===== src/integer_partition_generator_core_assert.svh =====
// ----------------------------------------------------------------------------
// Integer partition generator assertion macros
// Shared assertion forms; the enclosing module supplies clk and rst.
// ----------------------------------------------------------------------------
`ifndef INTEGER_PARTITION_GENERATOR_CORE_ASSERT_SVH
`define INTEGER_PARTITION_GENERATOR_CORE_ASSERT_SVH

// Condition holds at every clock edge outside reset.
`define IPG_ASSERT_ALWAYS(label, cond, msg) \
  label: assert property (@(posedge clk) disable iff (rst) (cond)) else $error(msg);

// Consequent holds in the same cycle as the antecedent.
`define IPG_ASSERT_IMPLY(label, ante, cons, msg) \
  label: assert property (@(posedge clk) disable iff (rst) (ante) |-> (cons)) \
    else $error(msg);

// Consequent holds in the cycle after the antecedent.
`define IPG_ASSERT_NEXT(label, ante, cons, msg) \
  label: assert property (@(posedge clk) disable iff (rst) (ante) |=> (cons)) \
    else $error(msg);

`endif


===== src/ipg_pkg.sv =====
// ----------------------------------------------------------------------------
// Integer partition generator package
// Shared widths, constants, controller states and command/status types.
// ----------------------------------------------------------------------------
package ipg_pkg;

  localparam int MAX_PARTITION_SIZE_DEF = 32;
  localparam int RESULT_LIMIT           = 32;

  localparam int VAL_W = 6;
  localparam int POS_W = 5;
  localparam int SUM_W = 7;

  localparam logic [VAL_W-1:0] PART_ONE = VAL_W'(1);
  localparam logic [VAL_W-1:0] PART_TWO = VAL_W'(2);

  typedef enum logic [1:0] {
    ST_IDLE,
    ST_ADV,
    ST_LOOP,
    ST_EMIT
  } ipg_state_t;

  typedef struct packed {
    logic start;
    logic fill;
    logic exh;
    logic adv_first;
    logic adv_loop;
    logic emit;
    logic rd_emit;
  } ipg_cmd_t;

  typedef struct packed {
    logic done;
    logic adv_more;
    logic loop_cont;
    logic emit_last;
    logic out_free;
  } ipg_stat_t;

endpackage


===== src/ipg_ctrl.sv =====
// ----------------------------------------------------------------------------
// Integer partition generator controller
// Sequences restart, successor update and part emission for each item.
// ----------------------------------------------------------------------------
module ipg_ctrl
  import ipg_pkg::*;
(
  input  logic      clk,
  input  logic      rst,
  input  logic      s_tvalid,
  output logic      s_tready,
  input  logic      restart,
  input  ipg_stat_t stat,
  output ipg_cmd_t  cmd
);

  ipg_state_t state;
  ipg_state_t state_next;

  always_ff @(posedge clk) begin
    if (rst) begin
      state <= ST_IDLE;
    end else begin
      state <= state_next;
    end
  end

  always_comb begin
    state_next = state;
    cmd        = '0;
    s_tready   = 1'b0;
    case (state)
      ST_IDLE: begin
        s_tready = stat.out_free;
        if (s_tvalid && stat.out_free) begin
          cmd.start = 1'b1;
          if (restart) begin
            cmd.fill   = 1'b1;
            state_next = ST_EMIT;
          end else if (stat.done) begin
            cmd.exh = 1'b1;
          end else begin
            state_next = ST_ADV;
          end
        end
      end
      ST_ADV: begin
        cmd.adv_first = 1'b1;
        state_next    = stat.adv_more ? ST_LOOP : ST_EMIT;
      end
      ST_LOOP: begin
        cmd.adv_loop = 1'b1;
        state_next   = stat.loop_cont ? ST_LOOP : ST_EMIT;
      end
      ST_EMIT: begin
        cmd.rd_emit = 1'b1;
        if (stat.out_free) begin
          cmd.emit = 1'b1;
          if (stat.emit_last) begin
            state_next = ST_IDLE;
          end
        end
      end
      default: begin
        state_next = ST_IDLE;
      end
    endcase
  end

endmodule


===== src/ipg_datapath.sv =====
// ----------------------------------------------------------------------------
// Integer partition generator datapath
// Parts store, head and ones-start indexes, successor arithmetic and the
// output register.
// ----------------------------------------------------------------------------
module ipg_datapath
  import ipg_pkg::*;
#(
  parameter int MAX_PARTITION_SIZE = MAX_PARTITION_SIZE_DEF
) (
  input  logic             clk,
  input  logic             rst,
  input  logic             cfg_we,
  input  logic [VAL_W-1:0] cfg_wdata,
  input  ipg_cmd_t         cmd,
  output ipg_stat_t        stat,
  input  logic             m_tready,
  output logic             out_valid,
  output logic [VAL_W-1:0] part_value,
  output logic [POS_W-1:0] part_position,
  output logic             last_part,
  output logic             final_partition,
  output logic             exhausted
);

  `include "integer_partition_generator_core_assert.svh"

  localparam int AW   = (MAX_PARTITION_SIZE > 1) ? $clog2(MAX_PARTITION_SIZE) : 1;
  localparam int NLIM = (MAX_PARTITION_SIZE < RESULT_LIMIT) ? MAX_PARTITION_SIZE
                                                            : RESULT_LIMIT;
  localparam logic [VAL_W-1:0] NLIM_V = VAL_W'(NLIM);

  logic [VAL_W-1:0] partition_size;
  logic [VAL_W-1:0] n;
  logic [VAL_W-1:0] h;
  logic [POS_W-1:0] m;
  logic             done;
  logic [VAL_W-1:0] r;
  logic signed [SUM_W-1:0] t;
  logic [POS_W-1:0] i;
  logic [SUM_W-1:0] sum;
  logic [VAL_W-1:0] parts [MAX_PARTITION_SIZE];

  logic [AW-1:0]    rd_addr;
  logic [VAL_W-1:0] rd_val;
  logic             fin;
  logic [VAL_W-1:0] n_new;
  logic [VAL_W-1:0] n_m1;
  logic [SUM_W-1:0] h_inc;
  logic             h_inc_lt_n;
  logic             h_in_range;
  logic             is_two;
  logic             adv_more;
  logic [VAL_W-1:0] r_first;
  logic signed [SUM_W-1:0] t_first;
  logic signed [SUM_W-1:0] r_s;
  logic             loop_cont;
  logic [VAL_W-1:0] m_plus;
  logic [POS_W-1:0] m_two;
  logic [VAL_W-1:0] m_end_raw;
  logic [POS_W-1:0] m_end;
  logic             tail_write;
  logic [SUM_W-1:0] sum_new;
  logic             emit_last;
  logic             out_free;
  logic             wr_en;
  logic [AW-1:0]    wr_addr;
  logic [VAL_W-1:0] wr_data;

  always_comb begin
    rd_addr    = cmd.rd_emit ? AW'(i) : AW'(h);
    rd_val     = parts[rd_addr];
    fin        = (parts[0] == PART_ONE);
    if (partition_size == '0) begin
      n_new = PART_ONE;
    end else if (partition_size > NLIM_V) begin
      n_new = NLIM_V;
    end else begin
      n_new = partition_size;
    end
    n_m1       = n - PART_ONE;
    h_inc      = {1'b0, h} + SUM_W'(1);
    h_inc_lt_n = (h_inc < {1'b0, n});
    h_in_range = (h < n);
    is_two     = (rd_val == PART_TWO);
    adv_more   = h_in_range && (rd_val > PART_TWO);
    r_first    = rd_val - PART_ONE;
    t_first    = $signed({2'b00, m}) - $signed({1'b0, h}) + SUM_W'(1);
    r_s        = $signed({1'b0, r});
    loop_cont  = (t >= r_s) && h_inc_lt_n;
    m_plus     = {1'b0, m} + VAL_W'(1);
    m_two      = (m_plus > n_m1) ? n_m1[POS_W-1:0] : m_plus[POS_W-1:0];
    m_end_raw  = (t == '0) ? h : h_inc[VAL_W-1:0];
    m_end      = (m_end_raw > n_m1) ? n_m1[POS_W-1:0] : m_end_raw[POS_W-1:0];
    tail_write = (t != '0) && (t > SUM_W'(1)) && h_inc_lt_n;
    sum_new    = sum + {1'b0, rd_val};
    emit_last  = (sum_new >= {1'b0, n}) || (({1'b0, i} + VAL_W'(1)) >= n);
    out_free   = !out_valid || m_tready;
  end

  always_comb begin
    wr_en   = 1'b0;
    wr_addr = AW'(h);
    wr_data = PART_ONE;
    if (cmd.adv_first && h_in_range && is_two) begin
      wr_en = 1'b1;
    end else if (cmd.adv_first && adv_more) begin
      wr_en   = 1'b1;
      wr_data = r_first;
    end else if (cmd.adv_loop && loop_cont) begin
      wr_en   = 1'b1;
      wr_addr = AW'(h_inc);
      wr_data = r;
    end else if (cmd.adv_loop && tail_write) begin
      wr_en   = 1'b1;
      wr_addr = AW'(h_inc);
      wr_data = t[VAL_W-1:0];
    end
  end

  assign stat.done      = done;
  assign stat.adv_more  = adv_more;
  assign stat.loop_cont = loop_cont;
  assign stat.emit_last = emit_last;
  assign stat.out_free  = out_free;

  always_ff @(posedge clk) begin
    if (rst) begin
      partition_size <= PART_ONE;
    end else if (cfg_we) begin
      partition_size <= cfg_wdata;
    end
  end

  always_ff @(posedge clk) begin
    if (cmd.fill) begin
      for (int k = 1; k < MAX_PARTITION_SIZE; k++) begin
        parts[k] <= PART_ONE;
      end
      parts[0] <= n_new;
    end else if (wr_en) begin
      parts[wr_addr] <= wr_data;
    end
  end

  always_ff @(posedge clk) begin
    if (rst) begin
      n    <= PART_ONE;
      h    <= '0;
      m    <= '0;
      done <= 1'b1;
    end else begin
      if (cmd.fill) begin
        n <= n_new;
        h <= '0;
        m <= '0;
      end
      if (cmd.adv_first && h_in_range && is_two) begin
        h <= (h == '0) ? '0 : h - PART_ONE;
        m <= m_two;
      end
      if (cmd.adv_loop) begin
        if (loop_cont) begin
          h <= h_inc[VAL_W-1:0];
        end else begin
          m <= m_end;
          if (tail_write) begin
            h <= h_inc[VAL_W-1:0];
          end
        end
      end
      if (cmd.emit) begin
        done <= fin;
      end
    end
  end

  always_ff @(posedge clk) begin
    if (cmd.adv_first) begin
      r <= r_first;
      t <= t_first;
    end else if (cmd.adv_loop && loop_cont) begin
      t <= t - r_s;
    end
    if (cmd.start) begin
      i   <= '0;
      sum <= '0;
    end else if (cmd.emit) begin
      i   <= i + POS_W'(1);
      sum <= sum_new;
    end
  end

  always_ff @(posedge clk) begin
    if (rst) begin
      out_valid <= 1'b0;
    end else if (cmd.emit || cmd.exh) begin
      out_valid <= 1'b1;
    end else if (m_tready) begin
      out_valid <= 1'b0;
    end
  end

  always_ff @(posedge clk) begin
    if (cmd.emit) begin
      part_value      <= rd_val;
      part_position   <= i;
      last_part       <= emit_last;
      final_partition <= fin;
      exhausted       <= 1'b0;
    end else if (cmd.exh) begin
      part_value      <= '0;
      part_position   <= '0;
      last_part       <= 1'b0;
      final_partition <= 1'b0;
      exhausted       <= 1'b1;
    end
  end

  `IPG_ASSERT_ALWAYS(a_size_range, (n != '0) && (n <= NLIM_V), "active size out of range")
  `IPG_ASSERT_ALWAYS(a_ones_below_n, {1'b0, m} < n, "ones start index beyond size")
  `IPG_ASSERT_IMPLY(a_load_free, cmd.emit || cmd.exh, out_free, "output loaded while full")
  `IPG_ASSERT_NEXT(a_exh_item, cmd.exh, out_valid && exhausted && !last_part, "bad exhausted item")

endmodule


===== src/integer_partition_generator_core.sv =====
// ----------------------------------------------------------------------------
// Integer partition generator core
// Steps through the partitions of n in reverse lexicographic order (ZS1).
// ----------------------------------------------------------------------------
// Usage:
// cfg_we/cfg_wdata set n; it is taken when a restart item arrives.
// Each input item on s_tvalid/s_tready carries restart in s_tdata[0].
// A restart item loads the partition [n] and sends its single part.
// Any other item moves to the next partition and sends its parts, largest
// first, one output item per cycle while m_tready is high, up to n of them,
// with m_tlast on the last one; after the all-ones partition it gets
// the exhausted answer instead. m_tuser flags the all-ones partition and
// the exhausted answer. A successor step first updates the head part;
// when that part is above two it then refills one part per loop step and
// closes the update with a last loop step. An exhausted answer appears in
// the cycle after its item. The next input item is taken once the last
// part is registered and the output is free. Reset marks the generator
// exhausted with n = 1 until a restart arrives.
// When m_tready is low the output register holds and the core waits.
// ----------------------------------------------------------------------------
module integer_partition_generator_core
  import ipg_pkg::*;
#(
  parameter int MAX_PARTITION_SIZE = MAX_PARTITION_SIZE_DEF
) (
  input  logic             clk,
  input  logic             rst,
  input  logic             cfg_we,
  input  logic [VAL_W-1:0] cfg_wdata,
  input  logic             s_tvalid,
  output logic             s_tready,
  input  logic [7:0]       s_tdata,  // [0] restart
  output logic             m_tvalid,
  input  logic             m_tready,
  output logic [15:0]      m_tdata,  // [5:0] part_value, [10:6] part_position
  output logic             m_tlast,
  output logic [1:0]       m_tuser   // [0] final_partition, [1] exhausted
);

  ipg_cmd_t         cmd;
  ipg_stat_t        stat;
  logic [VAL_W-1:0] part_value;
  logic [POS_W-1:0] part_position;
  logic             final_partition;
  logic             exhausted;

  ipg_ctrl u_ctrl (
    .clk      (clk),
    .rst      (rst),
    .s_tvalid (s_tvalid),
    .s_tready (s_tready),
    .restart  (s_tdata[0]),
    .stat     (stat),
    .cmd      (cmd)
  );

  ipg_datapath #(
    .MAX_PARTITION_SIZE (MAX_PARTITION_SIZE)
  ) u_datapath (
    .clk             (clk),
    .rst             (rst),
    .cfg_we          (cfg_we),
    .cfg_wdata       (cfg_wdata),
    .cmd             (cmd),
    .stat            (stat),
    .m_tready        (m_tready),
    .out_valid       (m_tvalid),
    .part_value      (part_value),
    .part_position   (part_position),
    .last_part       (m_tlast),
    .final_partition (final_partition),
    .exhausted       (exhausted)
  );

  assign m_tdata = {5'b0, part_position, part_value};
  assign m_tuser = {exhausted, final_partition};

endmodule

===== config.mk =====
export PLATFORM = sky130hd
export DESIGN_NAME = integer_partition_generator_core
export DESIGN_NICKNAME = d
export VERILOG_FILES = /design/src/ipg_pkg.sv /design/src/ipg_ctrl.sv /design/src/ipg_datapath.sv /design/src/integer_partition_generator_core.sv
export VERILOG_INCLUDE_DIRS = /design/src /design/src/src
export SDC_FILE = /design/constraint.sdc
export NUM_CORES = 1
export LEC_CHECK = 0
export ABC_AREA = 0
export ABC_CLOCK_PERIOD_IN_PS = 4800
export BUFFER_PORTS_ARGS = -buffer_cell sky130_fd_sc_hd__buf_2
export CORE_MARGIN = 3
export CORE_UTILIZATION = 45
export CTS_CLUSTER_DIAMETER = 100
export DETAILED_ROUTE_END_ITERATION = 16
export MAX_ROUTING_LAYER = met4
export PLACE_DENSITY = 0.68
export RECOVER_POWER = 50
export SKIP_CTS_REPAIR_TIMING = 1
export SLEW_MARGIN = 25
export SYNTH_ARGS = -nofsm -noshare
export SYNTH_HDL_FRONTEND = slang
export SYNTH_HIERARCHICAL = 1
export SYNTH_SLANG_ARGS = --single-unit

===== constraint.sdc =====
create_clock -name clk -period 4.8 [get_ports clk]
set_clock_uncertainty 0.15 [all_clocks]
set_input_delay 0.24 -clock clk [delete_from_list [all_inputs] [get_ports clk]]
set_output_delay 0.24 -clock clk [all_outputs]
set_load 0.05 [all_outputs]

* Word-level counts from Yosys, hierarchy flattened
Memory sizes are Yosys's and may differ from the RTL's.
Index checks and enable logic that the tools add are counted.
** Storage, ports and cells
- Input bits :: 19
- Bits in read-only memories :: 0
- Word-level logic and storage cells :: 136
- Latch bits :: 0
- Bits in registers :: 66
- RAM bits :: 192
- Memories :: 1
- Output and inout bits :: 21
** Memories
- u_datapath.parts :: words 32, bits a word 6, read ports 2, clocked after Yosys merged registers in 0, wr ports 32, line ipg_datapath.sv:42 : logic [VAL_W-1:0] parts [MAX_PARTITION_SIZE];
** Operators by class
- Mux-type cells :: 65
- Reductions and logical operators :: 24
- Equal/unequal tests :: 9
- Magnitude comparators :: 10
- Shift operators :: 0
- Bitwise gates (word level) :: 0
- Add/sub/neg operators :: 11
- Div/mod/pow operators :: 0
- $mul :: 0
** Operators by type and width (number)
- 6-bit two-way mux :: 16
- 5-bit two-way mux :: 14
- 1-bit two-way mux :: 24
- 6-bit by 1-bit subtractor with 6-bit output (second input constant) :: 3
- 7-bit two-way mux :: 2
- 5-bit by 1-bit adder with 6-bit output (second input constant) :: 2
- 6-bit greater-than comparator :: 2
- 6-bit zero test :: 2
- 2-bit two-way mux :: 6
- 1-bit logical AND :: 10
- 2-bit case mux with 4 select lines :: 1
- 6-bit by 1-bit adder with 7-bit output (second input constant) :: 1
- 7-bit by 2-bit adder with 7-bit output (second input constant) :: 1
- 7-bit by 6-bit adder with 7-bit output :: 1
- 7-bit by 6-bit greater-or-equal comparator with 1-bit output :: 1
- 7-bit greater-or-equal comparator :: 1
- 7-bit by 2-bit greater-than comparator with 1-bit output (second input constant) :: 1
- 7-bit zero test :: 1
- 7-bit by 6-bit < comparator with 1-bit output :: 1
- 7-bit nonzero test :: 1
- 5-bit by 6-bit subtractor with 7-bit output :: 1
- 7-bit subtractor :: 1
- 6-bit by 1-bit == test with 1-bit output (second input constant) :: 1
- 6-bit by 2-bit == test with 1-bit output (second input constant) :: 1
- 16 further kinds :: 24

* Depth between registers and ports, before layout
An unclocked memory read counts as a cell.
- Depth after elaboration :: 16
- Depth in mapped cells :: 26

* Cells and area by module
Netlist, hierarchy kept.
** Modules (own cells, without submodules)
- ipg_datapath :: cells each 1514, times used 1, sequential area each 7307.0 sq um, area each 15451.1 sq um
- ipg_ctrl :: cells each 26, times used 1, sequential area each 40.0 sq um, area each 231.5 sq um
- integer_partition_generator_core :: cells each 8, times used 1, sequential area each 0.0 sq um, area each 56.3 sq um

* Least setup slack after synthesis
OpenSTA, ideal clock, no wires.
- Path kind :: reg2reg
- Start :: register u_ctrl.state[0]
- End :: memory u_datapath.parts[21][0], enable pin
- Buffers on the path :: 2
- Library setup time :: 360 ps
- Period minus slack after synthesis :: 5293 ps
- Setup slack :: -493 ps
- Arrival time :: 4783 ps
- Cell stages (with the launch flop) :: 16
- Path through :: dfxtp_1 > ha_1 > mux2i_2 > mux4_2 > o21ai_0 > a31oi_1 > a211o_1 > ha_1 > a2111oi_4 > o311ai_2 > o21a_4 > or4_1 > and3_1 > buf_6 > clkbuf_1 > o21bai_1
** RTL lines
- start: declaration :: line ipg_ctrl.sv:17 : ipg_state_t state;
- start signal: assignment :: line ipg_ctrl.sv:24 : state <= state_next;
- end: declaration :: line ipg_datapath.sv:42

==> flow_metrics.env <==
export IMPL_status="complete, but fails checks"
export IMPL_violations="negative setup slack"
export IMPL_worstSetupPathType="reg2reg"
export IMPL_finalWeightedCongestion=1.02
export IMPL_hold_viol=0
export IMPL_dp_hpwl_um=39100
export IMPL_area_delta_synth_final_pct=30.1
export IMPL_grt_max_degree=43
export IMPL_portBuffers=27
export IMPL_crit_start="u_ctrl/state[0]"
export IMPL_p_int_mw=6.22
export IMPL_die_area_mm2=0.0373
export IMPL_fin_cells=2237
export IMPL_start_util=0.462
export IMPL_sw_frac_of_total=0.394
export IMPL_fin_crit_ns=4.96
export IMPL_irDropWorstVdd_mv=0.359
export IMPL_syn_avg_cell_area_um2=10.2
export IMPL_drtAntennaViolNets=0
export IMPL_r2r_end="u_datapath/parts[28][0]"
export IMPL_cts_buffers=28
export IMPL_die_y_um=193
export IMPL_wl_per_cell_um=24.1
export IMPL_maxSlewHeadroom=0.278
export IMPL_n_fill_cell=2795
export IMPL_p_leak_nw=7.50
export IMPL_io_pins=40
export IMPL_critPathArrivalTime_ns=5.12
export IMPL_clockPowerShare=0.207
export IMPL_cts_root_buf="clkbuf_16"
export IMPL_fin_nets=1860
export IMPL_synth_edf_count=218
export IMPL_fmax_mhz=202
export IMPL_cts_max_path_buffers=3
export IMPL_regArea_mm2=0.00735
export IMPL_grt_pass1_wl_um=77900
export IMPL_synth_seq_area_share=0.467
export IMPL_cts_tree="built"
export IMPL_endpoint="u_datapath/parts[28][0]"
export IMPL_synthFlopType="edfxtp_1"
export IMPL_comb_power_share=0.489
export IMPL_wl_um=53900
export IMPL_reg2reg_setup_slack_ns=-0.16
export IMPL_rr_startpoint="u_ctrl/state[0]"
export IMPL_p_per_area_mw_per_mm2=501
export IMPL_vias=13700
export IMPL_rsz0062_at_grt="yes"
export IMPL_h_tree_depth=1
export IMPL_rows=67
export IMPL_die_x_um=193
export IMPL_dp_cells=2146
export IMPL_pwr_share_seq=0.304
export IMPL_overflow=0
export IMPL_grt_pass1_vias=12900
export IMPL_path_max_fanout=12
export IMPL_drt_iter0_drc=1460
export IMPL_antenna_found_initial=0
export IMPL_total_power_mw=10.3
export IMPL_ys_seq_elements=258
export IMPL_finalSetupTns_ns=-11.38
export IMPL_synth_area_mm2=0.0157
export IMPL_antennaDiodeCount=0
export IMPL_fp_coreArea_mm2=0.0340
export IMPL_worstHoldPathType="in2reg"
export IMPL_fin_crit_sh=1.03
export IMPL_fin_ws_ns=-0.161
export IMPL_synthDistinctLibCells=88
export IMPL_switchingPower_mw=4.04
export IMPL_post_drt_via_cell_ratio=6.11
export IMPL_slew_violations=0
export IMPL_setup_violations=220
export IMPL_hold_slack_ns=0.00134
export IMPL_tightest_slew_ns=1.07
export IMPL_yosysWarningCount=6
export IMPL_post_route_util=0.602
export IMPL_cp_end_kind="register"
export IMPL_syn_inst=1548
export IMPL_ff2ff_path_depth=15
export IMPL_cp_start_kind="register"
export IMPL_worstPathRequired_ns=4.96
export IMPL_drive_gt1_frac=0.301
export IMPL_clk_latency_ns=0.58
export IMPL_ys_async_sr_fraction=0
export IMPL_worstHoldPathCells=3
export IMPL_dr_pass1_iters=6
export IMPL_cts_sinks=258
export IMPL_maxCapViolCount=0
export IMPL_grt_usage=0.285
export IMPL_drc=0
export IMPL_multiInputGateArea_mm2=0.00855
export IMPL_clk_pin_slew_ns=0.06
state kept, by name (all words and copies together), names as in the netlist:
signal,flops
u_datapath/final_partition,1
u_datapath/h,6
u_datapath/r,6
u_datapath/parts,192
u_datapath/part_position,5
u_datapath/i,5
u_datapath/last_part,1
u_datapath/n,6
u_ctrl/state,2
u_datapath/part_value,6
u_datapath/m,5
u_datapath/t,7
u_datapath/partition_size,6
u_datapath/exhausted,1
u_datapath/out_valid,1
u_datapath/done,1
u_datapath/sum,7
worst max-delay path: stages (launching register included):
cell       delay, ns
dfxtp_2         0.35
ha_4            0.23
buf_6           0.13
mux2_4          0.33
mux2_4          0.31
a222oi_1        0.46
a31oi_1         0.24
a211o_1         0.38
ha_2            0.21
a2111oi_4       0.25
o311ai_4        0.18
o21a_4          0.23
or4_1           0.50
and3_4          0.20
buf_12          0.15
or4_1           0.41
metal layers:
metal,GRT usage,vias to the layer above,part of all wire
met5,-,-,0
met4,0.0790,0,0.031
met3,0.0481,114,0.090
met2,0.454,666,0.47
met1,0.380,6737,0.41
li1,-,6151,-
how the worst min path moves through the flow:
stage                 start                            to  slack (ns)
6_report           m_tready          u_datapath/out_valid       0.001
5_1_grt            m_tready          u_datapath/out_valid        0.05
4_1_cts        cfg_wdata[0]  u_datapath/partition_size[0]       -0.26
3_5_place_dp   cfg_wdata[0]  u_datapath/partition_size[0]        0.31
3_3_place_gp   cfg_wdata[0]  u_datapath/partition_size[0]        0.30
2_1_floorplan           rst               u_datapath/n[1]        0.16
placed cells by master (no fill, tap or decap), drive strengths merged, types with 12 or more instances in the layout:
master / instances
ha: 71
nor3: 133
o22ai: 27
mux2i: 67
dfxtp: 40
o21bai: 34
xnor2: 33
or2: 12
dlygate4sd3: 12
nand3: 35
inv: 52
nand4: 14
edfxtp: 218
buf: 290
mux4: 12
nand2b: 58
nor2b: 29
nand2: 83
clkinv: 22
clkbuf: 49
mux2: 12
o21ai: 42
a22oi: 23
nand3b: 26
nor2: 139
a21oi: 48
a21o: 26
kinds of logic after synthesis:
| group | count (synthesis) | synth area share |
|---|---|---|
| DFF | 258 | 0.467 |
| xor gates and xnor gates | 40 | 0.0223 |
| other | 1 | 0.000238 |
| muxes | 91 | 0.0691 |
| and+or+nand+nor | 584 | 0.190 |
| buffers and inverters | 191 | 0.0529 |
| adders and majority gates | 74 | 0.0603 |
| AOI/OAI and AO/OA | 309 | 0.139 |
Yosys cell counts (6+ instances only):
cell type    n  area share
nor2_1     137       0.033
mux4_2      12       0.017
or2_2       11      0.0044
a21o_1      26       0.012
nor2b_1     29       0.012
a211o_1      7      0.0039
o211ai_1     6      0.0029
a22oi_1     23       0.011
nor3_1     132       0.042
edfxtp_1   218        0.42
a211oi_1    11      0.0052
o21a_1       9      0.0043
buf_2       23      0.0073
o21ai_0     40       0.013
nand2_1     82       0.020
nand4_1     14      0.0056
xnor2_1     33       0.018
xor2_1       7      0.0039
o21bai_1    34       0.016
nor4_1       8      0.0032
nand2b_1    58       0.023
buf_4       17      0.0081
mux2i_1     66       0.042
or4_1        7      0.0033
and3_1       6      0.0024
a31oi_1     11      0.0044
and2_1       9      0.0036
buf_1        6      0.0014
a21oi_1     48       0.015
o22ai_1     27       0.011
inv_1       52       0.012
nand3_1     35       0.011
clkbuf_1    87       0.021
and3b_1      6      0.0033
or3_1        6      0.0024
mux2_2       9      0.0064
a221oi_1    11      0.0061
ha_1        71       0.056
nand3b_1    26       0.012
dfxtp_1     40       0.051
through the flow:
stage          cell area [µm²]  setup WS [ns]
4_1_cts                  19100         -0.414
6_report                 20500         -0.161
3_5_place_dp             18200         -0.385
2_1_floorplan            15900        -0.0328
5_1_grt                  20500         -0.297
3_3_place_gp             18200         -0.347
power groups by stage:
| stage | logic [mW] | clock network (mW) | registers, mW |
|---|---|---|---|
| 2_1_floorplan | 2.79 | 0 | 3.15 |
| 3_3_place_gp | 4.44 | 0 | 3.15 |
| 3_5_place_dp | 4.53 | 0 | 3.15 |
| 4_1_cts | 4.55 | 2.15 | 3.11 |
| 5_1_grt | 5.37 | 2.24 | 3.15 |
| 6_report | 5.02 | 2.12 | 3.12 |
final cells by class:
cell class              instances  share of cell area
multi-input cells            1103               0.418
well taps                     448              0.0274
clock buffers                  30              0.0346
clock inverters                22             0.00904
flip-flops and latches        258               0.359
inverters                      55              0.0102
repair buffers                321               0.142
Note: power is estimated with default switching activity, not from simulation.
